## config.mk

```make
export PLATFORM = sky130hd
export DESIGN_NAME = adaptive_write_delay_tuner_unit
export DESIGN_NICKNAME = d
export VERILOG_FILES = /design/src/hw/rtl/awdt_pkg.sv /design/src/hw/rtl/awdt_cfg_regs.sv /design/src/hw/rtl/awdt_update.sv /design/src/hw/rtl/adaptive_write_delay_tuner_unit.sv
export SDC_FILE = /design/constraint.sdc
export NUM_CORES = 1
export LEC_CHECK = 0
export BUFFER_PORTS_ARGS = -buffer_cell sky130_fd_sc_hd__buf_4
export CORE_UTILIZATION = 30
export CTS_BUF_LIST = sky130_fd_sc_hd__clkbuf_16
export DETAILED_ROUTE_END_ITERATION = 10
export GPL_TIMING_DRIVEN = 0
export PLACE_DENSITY_LB_ADDON = 0.2
export SETUP_SLACK_MARGIN = 0.15
export SYNTH_ARGS = -nofsm -noshare
export SYNTH_HDL_FRONTEND = slang
export SYNTH_SLANG_ARGS = --single-unit
```

## constraint.sdc

```tcl
create_clock -name clk -period 8.3 [get_ports clk]
set_input_delay 1.66 -clock clk [delete_from_list [all_inputs] [get_ports clk]]
set_output_delay 1.66 -clock clk [all_outputs]
set_load 0.01 [all_outputs]
```

## src/hw/rtl/awdt_pkg.sv

```systemverilog
package awdt_pkg;

    localparam int DELAY_BITS_DEFAULT = 20;
    localparam int STEP_BITS_DEFAULT  = 16;

    localparam int CFG_DELAY_W = 20;
    localparam int CFG_STEP_W  = 16;
    localparam int CFG_DATA_W  = 20;
    localparam int CFG_INDEX_W = 1;

    localparam int RETRIES_W = 4;
    localparam int TREND_W   = 8;

    localparam int RESET_DELAY = 4000;
    localparam int RESET_STEP  = 128;
    localparam int SMALL_STEP  = 4;

    localparam logic [RETRIES_W-1:0] RETRY_LIMIT = 4'd10;

    localparam logic signed [TREND_W-1:0] TREND_FLOOR = -8'sd100;
    localparam logic signed [TREND_W-1:0] TREND_UP    = 8'sd1;
    localparam logic signed [TREND_W-1:0] TREND_DOWN  = -8'sd1;
    localparam logic signed [TREND_W-1:0] TREND_ZERO  = 8'sd0;

    localparam logic OP_REPORT  = 1'b0;
    localparam logic OP_RESTART = 1'b1;

    localparam logic [CFG_INDEX_W-1:0] REG_INITIAL_DELAY = 1'b0;
    localparam logic [CFG_INDEX_W-1:0] REG_INITIAL_STEP  = 1'b1;

    typedef struct packed {
        logic [CFG_DELAY_W-1:0] initial_delay;
        logic [CFG_STEP_W-1:0]  initial_step;
    } awdt_cfg_t;

endpackage

```

## src/hw/rtl/awdt_cfg_regs.sv

```systemverilog
module awdt_cfg_regs (
    input  logic                                clk,
    input  logic                                rst_n,
    input  logic                                cfg_write_en,
    input  logic [awdt_pkg::CFG_INDEX_W-1:0]    cfg_index,
    input  logic [awdt_pkg::CFG_DATA_W-1:0]     cfg_data,
    output awdt_pkg::awdt_cfg_t                 cfg
);

    logic [awdt_pkg::CFG_DELAY_W-1:0] initial_delay_reg;
    logic [awdt_pkg::CFG_DELAY_W-1:0] initial_delay_next;
    logic [awdt_pkg::CFG_STEP_W-1:0]  initial_step_reg;
    logic [awdt_pkg::CFG_STEP_W-1:0]  initial_step_next;

    always_comb
    begin
        initial_delay_next = initial_delay_reg;
        initial_step_next  = initial_step_reg;
        if (cfg_write_en)
        begin
            unique case (cfg_index)
                awdt_pkg::REG_INITIAL_DELAY:
                begin
                    initial_delay_next = cfg_data[awdt_pkg::CFG_DELAY_W-1:0];
                end
                awdt_pkg::REG_INITIAL_STEP:
                begin
                    initial_step_next = cfg_data[awdt_pkg::CFG_STEP_W-1:0];
                end
                default:
                begin
                    initial_delay_next = initial_delay_reg;
                end
            endcase
        end
    end

    always_ff @(posedge clk or negedge rst_n)
    begin
        if (!rst_n)
        begin
            initial_delay_reg <= awdt_pkg::CFG_DELAY_W'(awdt_pkg::RESET_DELAY);
            initial_step_reg  <= awdt_pkg::CFG_STEP_W'(awdt_pkg::RESET_STEP);
        end
        else
        begin
            initial_delay_reg <= initial_delay_next;
            initial_step_reg  <= initial_step_next;
        end
    end

    assign cfg.initial_delay = initial_delay_reg;
    assign cfg.initial_step  = initial_step_reg;

endmodule

```

## src/hw/rtl/awdt_update.sv

```systemverilog
module awdt_update #(
    parameter int DELAY_BITS = awdt_pkg::DELAY_BITS_DEFAULT,
    parameter int STEP_BITS  = awdt_pkg::STEP_BITS_DEFAULT
) (
    input  awdt_pkg::awdt_cfg_t                       cfg,
    input  logic                                      op,
    input  logic [awdt_pkg::RETRIES_W-1:0]            retries,
    input  logic [DELAY_BITS-1:0]                     delay_cur,
    input  logic [STEP_BITS-1:0]                      step_cur,
    input  logic signed [awdt_pkg::TREND_W-1:0]       trend_cur,
    output logic [DELAY_BITS-1:0]                     delay_new,
    output logic [STEP_BITS-1:0]                      step_new,
    output logic signed [awdt_pkg::TREND_W-1:0]       trend_new
);

    localparam int SUM_W = ((DELAY_BITS > STEP_BITS) ? DELAY_BITS : STEP_BITS) + 1;
    localparam int RD_W  = (DELAY_BITS > awdt_pkg::CFG_DELAY_W) ?
                           DELAY_BITS : awdt_pkg::CFG_DELAY_W;
    localparam int RS_W  = (STEP_BITS > awdt_pkg::CFG_STEP_W) ?
                           STEP_BITS : awdt_pkg::CFG_STEP_W;

    localparam logic [DELAY_BITS-1:0] DELAY_MAX = '1;
    localparam logic [STEP_BITS-1:0]  STEP_MAX  = '1;
    localparam logic [STEP_BITS-1:0]  STEP_SMALL = STEP_BITS'(awdt_pkg::SMALL_STEP);
    localparam logic [STEP_BITS-1:0]  STEP_ONE   = STEP_BITS'(1);

    function automatic logic [SUM_W-1:0] ext_d(input logic [DELAY_BITS-1:0] v);
        return SUM_W'(v);
    endfunction

    function automatic logic [SUM_W-1:0] ext_s(input logic [STEP_BITS-1:0] v);
        return SUM_W'(v);
    endfunction

    function automatic logic [DELAY_BITS-1:0] sat_d(input logic [SUM_W-1:0] v);
        return (v > SUM_W'(DELAY_MAX)) ? DELAY_MAX : v[DELAY_BITS-1:0];
    endfunction

    function automatic logic [STEP_BITS-1:0] sat_s(input logic [SUM_W-1:0] v);
        return (v > SUM_W'(STEP_MAX)) ? STEP_MAX : v[STEP_BITS-1:0];
    endfunction

    // Halve and take one off, leaving a step of zero or one alone.
    function automatic logic [STEP_BITS-1:0] halve(input logic [STEP_BITS-1:0] s);
        return (s > STEP_ONE) ? ((s >> 1) - STEP_ONE) : s;
    endfunction

    logic [RD_W-1:0]       restart_delay_ext;
    logic [RS_W-1:0]       restart_step_ext;
    logic [DELAY_BITS-1:0] restart_delay;
    logic [STEP_BITS-1:0]  restart_step;

    assign restart_delay_ext = RD_W'(cfg.initial_delay);
    assign restart_step_ext  = RS_W'(cfg.initial_step);
    assign restart_delay = (restart_delay_ext > RD_W'(DELAY_MAX)) ?
                           DELAY_MAX : restart_delay_ext[DELAY_BITS-1:0];
    assign restart_step  = (restart_step_ext > RS_W'(STEP_MAX)) ?
                           STEP_MAX : restart_step_ext[STEP_BITS-1:0];

    always_comb
    begin
        delay_new = delay_cur;
        step_new  = step_cur;
        trend_new = trend_cur;
        if (op == awdt_pkg::OP_RESTART)
        begin
            delay_new = restart_delay;
            step_new  = restart_step;
            trend_new = awdt_pkg::TREND_ZERO;
        end
        else if (retries < awdt_pkg::RETRY_LIMIT)
        begin
            if (retries != '0)
            begin
                // Too short: trend goes up, step retuned, delay kept or longer.
                if (step_cur < STEP_SMALL)
                begin
                    step_new  = sat_s(ext_s(step_cur) + SUM_W'(1));
                    delay_new = sat_d(ext_d(delay_cur) + ext_s(step_new));
                end
                else if (trend_cur > awdt_pkg::TREND_ZERO)
                begin
                    step_new  = sat_s((ext_s(step_cur) << 1) - SUM_W'(1));
                    delay_new = sat_d(ext_d(delay_cur) + ext_s(step_new));
                end
                else if (trend_cur < awdt_pkg::TREND_ZERO)
                begin
                    delay_new = sat_d(ext_d(delay_cur) + ext_s(step_cur));
                    step_new  = halve(step_cur);
                end
                trend_new = awdt_pkg::TREND_UP;
            end
            else
            begin
                if (trend_cur < awdt_pkg::TREND_ZERO)
                begin
                    if (step_cur > STEP_ONE)
                    begin
                        step_new = sat_s((ext_s(step_cur) << 1) - SUM_W'(1));
                        if (ext_d(delay_cur) > ext_s(step_new))
                        begin
                            delay_new = DELAY_BITS'(ext_d(delay_cur) - ext_s(step_new));
                        end
                    end
                end
                else if (trend_cur > awdt_pkg::TREND_ZERO)
                begin
                    if (ext_d(delay_cur) > ext_s(step_cur))
                    begin
                        delay_new = DELAY_BITS'(ext_d(delay_cur) - ext_s(step_cur));
                    end
                    step_new  = halve(step_cur);
                    trend_new = awdt_pkg::TREND_DOWN;
                end
                // At the floor the trend stops and the step creeps up instead.
                if (trend_new > awdt_pkg::TREND_FLOOR)
                begin
                    trend_new = trend_new - awdt_pkg::TREND_UP;
                end
                else
                begin
                    step_new = sat_s(ext_s(step_new) + SUM_W'(1));
                end
            end
        end
    end

endmodule

```

## src/hw/rtl/adaptive_write_delay_tuner_unit.sv

```systemverilog
// A word accepted into the input register has its result word written into the
// result register once that register is free.
// Throughput: one word per cycle, sustained while the result side keeps taking words;
// the input register and the result register each hold one word, so a stalled
// output holds back the input only after both are full.
// Reset: delay 4000 us, step 128 us, trend 0, restart values 4000 us and 128 us,
// and no word held in either register.
module adaptive_write_delay_tuner_unit #(
    parameter int DELAY_BITS = awdt_pkg::DELAY_BITS_DEFAULT,
    parameter int STEP_BITS  = awdt_pkg::STEP_BITS_DEFAULT
) (
    input  logic                                    clk,
    input  logic                                    rst_n,
    input  logic                                    cfg_write_en,
    input  logic [awdt_pkg::CFG_INDEX_W-1:0]        cfg_index,
    input  logic [awdt_pkg::CFG_DATA_W-1:0]         cfg_data,
    input  logic                                    in_valid,
    output logic                                    in_ready,
    input  logic                                    op,
    input  logic [awdt_pkg::RETRIES_W-1:0]          retries,
    output logic                                    out_valid,
    input  logic                                    out_ready,
    output logic [DELAY_BITS-1:0]                   write_delay_us,
    output logic [STEP_BITS-1:0]                    step_us,
    output logic signed [awdt_pkg::TREND_W-1:0]     trend
);

    awdt_pkg::awdt_cfg_t cfg;

    logic                                 in_valid_reg;
    logic                                 in_valid_next;
    logic                                 op_reg;
    logic [awdt_pkg::RETRIES_W-1:0]       retries_reg;
    logic                                 out_valid_reg;
    logic                                 out_valid_next;
    logic [DELAY_BITS-1:0]                delay_reg;
    logic [DELAY_BITS-1:0]                delay_next;
    logic [STEP_BITS-1:0]                 step_reg;
    logic [STEP_BITS-1:0]                 step_next;
    logic signed [awdt_pkg::TREND_W-1:0]  trend_reg;
    logic signed [awdt_pkg::TREND_W-1:0]  trend_next;
    logic                                 in_accept;
    logic                                 advance;

    awdt_cfg_regs u_cfg_regs (
        .clk          (clk),
        .rst_n        (rst_n),
        .cfg_write_en (cfg_write_en),
        .cfg_index    (cfg_index),
        .cfg_data     (cfg_data),
        .cfg          (cfg)
    );

    awdt_update #(
        .DELAY_BITS (DELAY_BITS),
        .STEP_BITS  (STEP_BITS)
    ) u_update (
        .cfg       (cfg),
        .op        (op_reg),
        .retries   (retries_reg),
        .delay_cur (delay_reg),
        .step_cur  (step_reg),
        .trend_cur (trend_reg),
        .delay_new (delay_next),
        .step_new  (step_next),
        .trend_new (trend_next)
    );

    // The tuner state doubles as the result register; it moves only when the
    // previous result word has been taken or is being taken.
    assign advance   = in_valid_reg && (!out_valid_reg || out_ready);
    assign in_ready  = !in_valid_reg || advance;
    assign in_accept = in_valid && in_ready;

    always_comb
    begin
        in_valid_next = in_valid_reg;
        if (in_accept)
        begin
            in_valid_next = 1'b1;
        end
        else if (advance)
        begin
            in_valid_next = 1'b0;
        end

        out_valid_next = out_valid_reg;
        if (advance)
        begin
            out_valid_next = 1'b1;
        end
        else if (out_ready)
        begin
            out_valid_next = 1'b0;
        end
    end

    always_ff @(posedge clk or negedge rst_n)
    begin
        if (!rst_n)
        begin
            in_valid_reg  <= 1'b0;
            out_valid_reg <= 1'b0;
            delay_reg     <= DELAY_BITS'(awdt_pkg::RESET_DELAY);
            step_reg      <= STEP_BITS'(awdt_pkg::RESET_STEP);
            trend_reg     <= awdt_pkg::TREND_ZERO;
        end
        else
        begin
            in_valid_reg  <= in_valid_next;
            out_valid_reg <= out_valid_next;
            if (advance)
            begin
                delay_reg <= delay_next;
                step_reg  <= step_next;
                trend_reg <= trend_next;
            end
        end
    end

    always_ff @(posedge clk)
    begin
        if (in_accept)
        begin
            op_reg      <= op;
            retries_reg <= retries;
        end
    end

    assign out_valid      = out_valid_reg;
    assign write_delay_us = delay_reg;
    assign step_us        = step_reg;
    assign trend          = trend_reg;

    assert property (@(posedge clk) disable iff (!rst_n)
        (trend_reg <= awdt_pkg::TREND_UP) && (trend_reg >= awdt_pkg::TREND_FLOOR))
        else $error("Trend left its range.");

    assert property (@(posedge clk) disable iff (!rst_n)
        (out_valid_reg && !out_ready) |=>
        ($stable(delay_reg) && $stable(step_reg) && $stable(trend_reg)))
        else $error("Tuner state changed while a result word was waiting.");

    assert property (@(posedge clk) disable iff (!rst_n)
        (advance && (op_reg == awdt_pkg::OP_RESTART)) |=>
        (out_valid_reg && (trend_reg == awdt_pkg::TREND_ZERO)))
        else $error("Restart did not clear the trend.");

    assert property (@(posedge clk) disable iff (!rst_n)
        (advance && (op_reg == awdt_pkg::OP_REPORT) && (retries_reg != '0) &&
         (retries_reg < awdt_pkg::RETRY_LIMIT)) |=>
        (trend_reg == awdt_pkg::TREND_UP))
        else $error("A retry outcome did not set the trend up.");

    assert property (@(posedge clk) disable iff (!rst_n)
        (in_valid_reg && !advance) |=>
        (in_valid_reg && $stable(op_reg) && $stable(retries_reg)))
        else $error("Held input word was lost or changed.");

endmodule
```

==> metrics.csv, run 1 <==
stage;metric;value;unit
logic_synthesis;ys_seq_area_frac;0.199;
clock_network;cts_buffers;9;
clock_network;cts-root-buf;clkbuf_16;
setup_path;start_kind;flip-flop;
global_route;grt_pass1_vias;11900;
timing;hold_slack;0.506;ns
clock_network;clkLatencyLatePin;0.38;ns
setup_path;r2r_setup_slack;0.54;ns
timing;rsz0062_at_grt;no;
setup_path;crit_fanout;10;
global_route;overflow;0;
setup_path;crit_buf_inv;6;
route;drt_first_pass_iters;6;
route;antenna_left;0;
floorplan;io_pins;77;
logic_synthesis;synth_xor_area_frac;0.0785;
power_and_ir_drop;pwr-share-comb;0.791;
logic_synthesis;syn_area;11200;µm²
logic_synthesis;async_flop_share;0.943;
logic_synthesis;synth_mux_area_frac;0.0472;
clock_network;path_clk_slew;0.07;ns
floorplan;fp.dieH;195;µm
timing;tightestPinTransition;1.41;ns
finish;multi_input_area;8340;µm²
setup_path;max_stage_delay;0.65;ns
setup_path;crit_chain;clkbuf_1, clkinvlp_4, buf_4, ha_1, buf_4, nor3b_4, xnor2_1, o32ai_1, a2111o_1, o31a_1, nand2_1, fa_1, o21bai_1, a21oi_1, o21ai_0, a31oi_1, nor2_1, or4_1, o211ai_1, a41oi_1, clkbuf_2, clkbuf_1, o21ai_0, o21ai_0;
timing;setup_violations;0;
setup_path;critical_path_class;reg2reg;
timing;fmax;0.129;GHz
route;vias;12200;
route;drc;0;
placement;dp_slack;-0.290;ns
global_route;grt.total_usage;0.282;
setup_path;arrival;8.01;ns
flow_run;max-cap-violations;0;
finish;antenna_cells;0;
logic_synthesis;synth.distinct_cells;90;
floorplan;initial_core_util;0.305;
logic_synthesis;synthTopCellsByArea;dfrtp_1, ha_1, xnor2_1;
power_and_ir_drop;pwr-share-clk;0.074;
timing;slew_headroom;0.0560;
floorplan;core;36600;µm²
global_route;antenna_found_initial;1;
floorplan;num_rows;70;
floorplan;die_w;195;µm
placement;routabilityCongestion;1.00;
power_and_ir_drop;seqPwrFrac;0.135;
clock_network;ctsHoldBuffers;0;
power_and_ir_drop;ir_drop;0.131;mV
logic_synthesis;synth_top_area_frac;0.153;
route;viasPerCell;5.99;
logic_synthesis;synth_top_flop_cell;dfrtp_1;
floorplan;die-area;38000;µm²
finish;seqCellArea;2220;µm²
timing;skew;0.0151;ns
power_and_ir_drop;p_leak;0.00510;µW
clock_network;cts_tree;yes;
logic_synthesis;synth_nets;1602;
timing;timing.final.crit_share;0.935;
hold_path;min_path_type;reg2reg;
timing;hold_viol;0;
finish;nNetsFinal;1692;
placement;hpwl;42500;µm
logic_synthesis;synth-edff-count;5;
placement;port-buffer-count;76;
setup_path;path_common_cell;o21ai_0;
power_and_ir_drop;power.switching;3420;µW
logic_synthesis;synth_compound_area_frac;0.277;
logic_synthesis;synthAdderAreaFrac;0.118;
clock_network;clockBufferDepth;2;
route;drt_wl_total;53700;µm
finish;nFillCells;3950;
logic_synthesis;synth_warnings;0;
setup_path;cp_top_family;compound AO/OA/AOI/OAI gates;
route;drt_iter0_markers;1066;
logic_synthesis;synth_top_family_by_area;compound AO/OA/AOI/OAI gates;
run_status;status;complete, no violations;
finish;layout-drive-gt1-share;0.129;
timing;worst_slack;0.537;ns
logic_synthesis;synth-simple-area-share;0.225;
global_route;grt_pass1_wl;78600;µm
logic_synthesis;synth_cells;1469;
timing;slew_violations;0;
logic_synthesis;ys_seq_elements;87;
setup_path;critPathCaptureType;flip-flop;
power_and_ir_drop;netSwitchingFraction;0.563;
setup_path;worstPathRequired;8.54;ns
clock_network;clock-sinks;87;
timing;period_needed;7.76;ns
logic_synthesis;avgSynthCellArea;7.59;µm²
global_route;grt_max_degree;83;
finish;areaGrowthSynthToFinish;13.6;%
power_and_ir_drop;internal_power;2650;µW
clock_network;htreeDepth;3;
route;wl_per_cell;26.4;µm
power_and_ir_drop;powerDensity;478;nW/µm²
setup_path;critPathSlowestCell;dfrtp_1;
logic_synthesis;yosys.area.top_type;dfrtp_1;
==> layout make-up <==
class,instances,area share
Multi-Input combinational cell,1227,0.658
Sequential cell,87,0.175
Timing Repair Buffer,79,0.0468
Tap cell,468,0.0462
Buffer,79,0.0264
Inverter,76,0.0228
Clock buffer,9,0.0178
Clock inverter,7,0.00632
==> metal layers <==
metal,GRT usage,share of wire,up-vias
li1,-,-,5601
met1,0.365,0.43,5914
met2,0.450,0.45,538
met3,0.0446,0.067,121
met4,0.148,0.053,0
met5,0,0,-
==> cell usage in the layout, fill, tap and decap left out, types with 11 or more instances in the layout <==
cell type / Yosys / layout
mux2_2: 37 / 37
o21bai_1: 11 / 11
nor2b_1: 14 / 14
xor2_1: 23 / 23
o22ai_1: 15 / 15
buf_4: 2 / 81
nand3_1: 47 / 47
or4_1: 11 / 11
a21o_1: 20 / 20
nor4_1: 20 / 19
o21ai_0: 94 / 94
nand4_1: 16 / 16
a31oi_1: 23 / 23
mux2i_1: 11 / 11
a22oi_1: 11 / 11
clkbuf_1: 61 / 59
dfrtp_1: 68 / 68
dfstp_2: 14 / 14
ha_1: 97 / 97
nor3_1: 43 / 43
o211ai_1: 15 / 15
a211oi_1: 20 / 20
a21oi_1: 120 / 120
inv_1: 66 / 65
o31ai_1: 12 / 12
nor2_1: 148 / 147
or3_1: 13 / 13
nand2b_1: 22 / 22
o21a_1: 11 / 11
xnor2_1: 77 / 77
nand2_1: 128 / 128
==> worst reg2reg max path, cell delays in order, from the launching register on <==
cell and delay (ns):
dfrtp_1 0.65, clkbuf_1 0.53, clkinvlp_4 0.17, buf_4 0.19
ha_1 0.22, buf_4 0.19, nor3b_4 0.18, xnor2_1 0.46
o32ai_1 0.19, a2111o_1 0.44, o31a_1 0.44, nand2_1 0.39
fa_1 0.32, o21bai_1 0.09, a21oi_1 0.26, o21ai_0 0.13
a31oi_1 0.50, nor2_1 0.08, or4_1 0.54, o211ai_1 0.19
a41oi_1 0.29, clkbuf_2 0.38, clkbuf_1 0.36, o21ai_0 0.33
o21ai_0 0.13
==> cell usage after synthesis (12+ instances only) <==
master      n
nor2_1    148
nand2_1   128
a21oi_1   120
ha_1       97
o21ai_0    94
xnor2_1    77
dfrtp_1    68
inv_1      66
clkbuf_1   61
nand3_1    47
nor3_1     43
mux2_2     37
a31oi_1    23
xor2_1     23
nand2b_1   22
a211oi_1   20
a21o_1     20
nor4_1     20
nand4_1    16
o211ai_1   15
o22ai_1    15
dfstp_2    14
nor2b_1    14
or3_1      13
o31ai_1    12
==> cells by family (layout without fill, tap and decap cells) <==
kind of cell | after synthesis | count (layout)
and+or+nand+nor | 513 | 513
AOI/OAI and AO/OA | 464 | 464
buffers and inverters | 155 | 250
adders and majority gates | 102 | 102
xor gates and xnor gates | 100 | 100
DFF | 87 | 87
muxes | 48 | 48
==> worst paths after layout <==
kind / start / end / depth (start not counted)
max: step_us[1]$_DFFE_PN0P_ / write_delay_us[3]$_DFFE_PN0P_ / 24
min: u_cfg_regs.initial_delay_reg[17]$_DFFE_PN0P_ / u_cfg_regs.initial_delay_reg[17]$_DFFE_PN0P_ / 1
max reg2reg: step_us[1]$_DFFE_PN0P_ / write_delay_us[3]$_DFFE_PN0P_ / 24
min reg2reg: u_cfg_regs.initial_delay_reg[17]$_DFFE_PN0P_ / u_cfg_regs.initial_delay_reg[17]$_DFFE_PN0P_ / 1
max in group asynchronous: rst_n / u_cfg_regs.initial_step_reg[3]$_DFFE_PN0P_ / 1
min in group asynchronous: rst_n / out_valid$_DFFE_PN0P_ / 1
==> metrics by stage <==
step / setup TNS (ns) / instances / instance area [µm²] / util / power, µW
floorplan: 0 / 1469 / 11200 / - / 4080
global placement: -2.16 / 2013 / 12300 / 0.336 / 5470
detailed placement: -1.71 / 2014 / 12300 / 0.337 / 5480
CTS: 0 / 2030 / 12600 / 0.345 / 5970
global route: 0 / 2032 / 12700 / 0.346 / 6550
finish: 0 / 2032 / 12700 / 0.346 / 6060
==> repair_timing <==
item / CTS / global route
pin swaps: 0 / 0
hold endpoints to repair: 0 / 0
endpoints found under the setup margin: 19 / 19
resized for setup: 2 / 6
setup buffers: 0 / 2
==> power groups by stage <==
stage	clock (µW)	sequential (µW)	combinational, µW
2_1_floorplan	0	742	3340
3_3_place_gp	0	819	4650
3_5_place_dp	0	821	4660
4_1_cts	459	812	4700
5_1_grt	471	835	5240
6_report	448	817	4800
No activity file was read; power rests on OpenSTA's default activity.
==> run 2: changes to the inputs <==
--- a/config.mk
+++ b/config.mk
@@ -5,7 +5,9 @@
 export SDC_FILE = /design/constraint.sdc
 export NUM_CORES = 1
 export LEC_CHECK = 0
+export ABC_AREA = 1
 export BUFFER_PORTS_ARGS = -buffer_cell sky130_fd_sc_hd__buf_4
+export CORE_MARGIN = 10
 export CORE_UTILIZATION = 30
 export CTS_BUF_LIST = sky130_fd_sc_hd__clkbuf_16
 export DETAILED_ROUTE_END_ITERATION = 10
==> metrics.csv, run 2 <==
stage;metric;value;unit;change
run_status;status;complete, no violations;;unchanged
logic_synthesis;synthTopCellsByArea;nand2_1, dfrtp_1, ha_1;;was dfrtp_1, ha_1, xnor2_1
logic_synthesis;synth.distinct_cells;63;;was 90
finish;layout-drive-gt1-share;0.102;;was 0.129
finish;final_cell_mix;nand2_1, inv_1, nor2_1;;was nor2_1, nand2_1, a21oi_1
route;drt_wl_total;57500;µm;was 53,700 µm
route;wl_per_cell;22.2;µm;was 26.4 µm
global_route;grt.total_usage;0.234;;was 0.282
clock_network;post_cts_buffers;0;;unchanged
timing;hold_viol;0;;unchanged
logic_synthesis;ys_seq_elements;87;;unchanged
placement;routabilityCongestion;1.01;;was 1.00
timing;period_needed;7.59;ns;was 7.76 ns
timing;slew_headroom;0.199;;was 0.0560
route;drc;0;;unchanged
setup_path;max_stage_delay;0.90;ns;was 0.65 ns
route;viasPerCell;5.25;;was 5.99
floorplan;initial_core_util;0.304;;was 0.305
setup_path;r2r_setup_slack;0.71;ns;was 0.54 ns
setup_path;start_kind;flip-flop;;unchanged
placement;port-buffer-count;76;;unchanged
global_route;grt_pass1_vias;12900;;was 11,900
logic_synthesis;synth_top_flop_cell;dfrtp_1;;unchanged
setup_path;crit_fanout;12;;was 10
clock_network;cts_tree;yes;;unchanged
finish;instances_no_fill;2591;;was 2,032
timing;setup_violations;0;;unchanged
logic_synthesis;ys_seq_area_frac;0.184;;was 0.199
floorplan;die-area;48700;µm²;was 38,000 µm²
logic_synthesis;synth_top_area_frac;0.164;;was 0.153
timing;timing.final.crit_share;0.914;;was 0.935
finish;areaGrowthSynthToFinish;12.5;%;was 13.6%
logic_synthesis;synth_warnings;0;;unchanged
logic_synthesis;avgSynthCellArea;6.12;µm²;was 7.59 µm²
logic_synthesis;syn_area;12100;µm²;was 11,200 µm²
setup_path;path_common_cell;nand2_1;;was o21ai_0
global_route;grt_max_degree;83;;unchanged
route;drt_first_pass_iters;5;;was 6
logic_synthesis;synth_nets;2109;;was 1,602
setup_path;critPathCaptureType;flip-flop;;unchanged
placement;placed_cells;2575;;was 2,014
setup_path;critPathSlowestCell;dfrtp_1;;unchanged
logic_synthesis;async_flop_share;0.943;;unchanged
floorplan;core;39800;µm²;was 36,600 µm²
setup_path;arrival;7.89;ns;was 8.01 ns
route;vias;13600;;was 12,200
clock_network;post_cts_resized;0;;was 2
timing;fmax;0.132;GHz;was 0.129 GHz
hold_path;min_path_type;reg2reg;;unchanged
global_route;overflow;0;;unchanged
timing;finalSetupTns;0;ns;unchanged
clock_network;clkLatencyLatePin;0.38;ns;about the same
flow_run;max-cap-violations;0;;unchanged
clock_network;ctsHoldBuffers;0;;unchanged
placement;dp_slack;0.995;ns;was -0.290 ns
timing;worst_slack;0.713;ns;was 0.537 ns
logic_synthesis;synth_cells;1974;;was 1,469
floorplan;num_rows;73;;was 70
global_route;antenna_found_initial;0;;was 1
clock_network;htreeDepth;3;;unchanged
floorplan;die_w;221;µm;was 195 µm
finish;antenna_cells;0;;unchanged
setup_path;worstPathRequired;8.60;ns;was 8.54 ns
clock_network;cts-root-buf;clkbuf_16;;unchanged
timing;rsz0062_at_grt;no;;unchanged
logic_synthesis;synth.top_cells.by_count;nand2_1, inv_1, nor2_1, a21oi_1, o21ai_0;;was nor2_1, nand2_1, a21oi_1, ha_1, o21ai_0
floorplan;fp.dieH;221;µm;was 195 µm
timing;slew_violations;0;;unchanged
setup_path;critical_path_class;reg2reg;;unchanged
placement;hpwl;46900;µm;was 42,500 µm
clock_network;path_clk_slew;0.08;ns;was 0.07 ns
clock_network;clockBufferDepth;2;;unchanged
floorplan;io_pins;77;;unchanged
timing;tightestPinTransition;1.20;ns;was 1.41 ns
finish;nNetsFinal;2196;;was 1,692
clock_network;cts_buffers;9;;unchanged
timing;skew;0.0161;ns;was 0.0151 ns
logic_synthesis;synth-edff-count;5;;unchanged
finish;nFillCells;4590;;was 3,950
finish;layout_commonest_cell;nand2_1;;was nor2_1
logic_synthesis;yosys.area.top_type;nand2_1;;was dfrtp_1
route;antenna_left;0;;unchanged
route;drt_iter0_markers;1391;;was 1,066
clock_network;clock-sinks;87;;unchanged
logic_synthesis;yosysMostFrequentCell;nand2_1;;was nor2_1
global_route;grt_pass1_wl;83900;µm;was 78,600 µm
run 2: worst max-delay path: cells and delay by family, from the launching register on:
kind | cells | cell delay [ns]
simple gates | 20 | 2.49
fa+ha+maj | 2 | 0.67
flops | 1 | 0.90
buf+inv | 5 | 1.02
compound gates | 8 | 2.38
run 2: layer usage:
metal | global-route usage | vias up | share of wire
met5 | 0 | - | 0
met4 | 0.0834 | 0 | 0.032
met3 | 0.0418 | 73 | 0.072
met2 | 0.363 | 535 | 0.44
met1 | 0.317 | 6376 | 0.45
li1 | - | 6611 | -
run 2: worst paths after layout:
kind / startpoint / end / depth (start not counted)
max: step_us[0]$_DFFE_PN0P_ / write_delay_us[15]$_DFFE_PN0P_ / 35
min: u_cfg_regs.initial_step_reg[2]$_DFFE_PN0P_ / u_cfg_regs.initial_step_reg[2]$_DFFE_PN0P_ / 2
max reg2reg: step_us[0]$_DFFE_PN0P_ / write_delay_us[15]$_DFFE_PN0P_ / 35
min reg2reg: u_cfg_regs.initial_step_reg[2]$_DFFE_PN0P_ / u_cfg_regs.initial_step_reg[2]$_DFFE_PN0P_ / 2
max in group asynchronous: rst_n / write_delay_us[18]$_DFFE_PN0P_ / 1
min in group asynchronous: rst_n / step_us[9]$_DFFE_PN0P_ / 1
run 2: layout make-up:
type	count	area, µm²	share of cell area
multi-input combinational	1564	8580	0.631
sequential	87	2220	0.163
inverter	235	882	0.0649
tap	525	657	0.0483
timing repair buffer	76	571	0.0420
buffer	88	405	0.0298
clock buffer	9	225	0.0166
clock inverter	7	56.3	0.00414
run 2: metrics by stage:
stage | util | hold WS, ns | area (µm²)
finish | 0.341 | 0.488 | 13600
global route | 0.341 | 0.518 | 13600
CTS | 0.341 | 0.492 | 13600
detailed placement | 0.334 | 0.474 | 13300
global placement | 0.334 | 0.472 | 13300
floorplan | - | 0.448 | 12100
run 2: cell families after synthesis:
kind of cell	share of synthesized area
simple gates	0.372
compound gates	0.173
flops	0.184
fa+ha+maj	0.111
xor+xnor	0.0507
buf+inv	0.107
mux	0.00373
Power of run 2 is left out: the tool's default activity adds up to more than one toggle a clock period on the data nets, which glitch-free logic cannot reach.
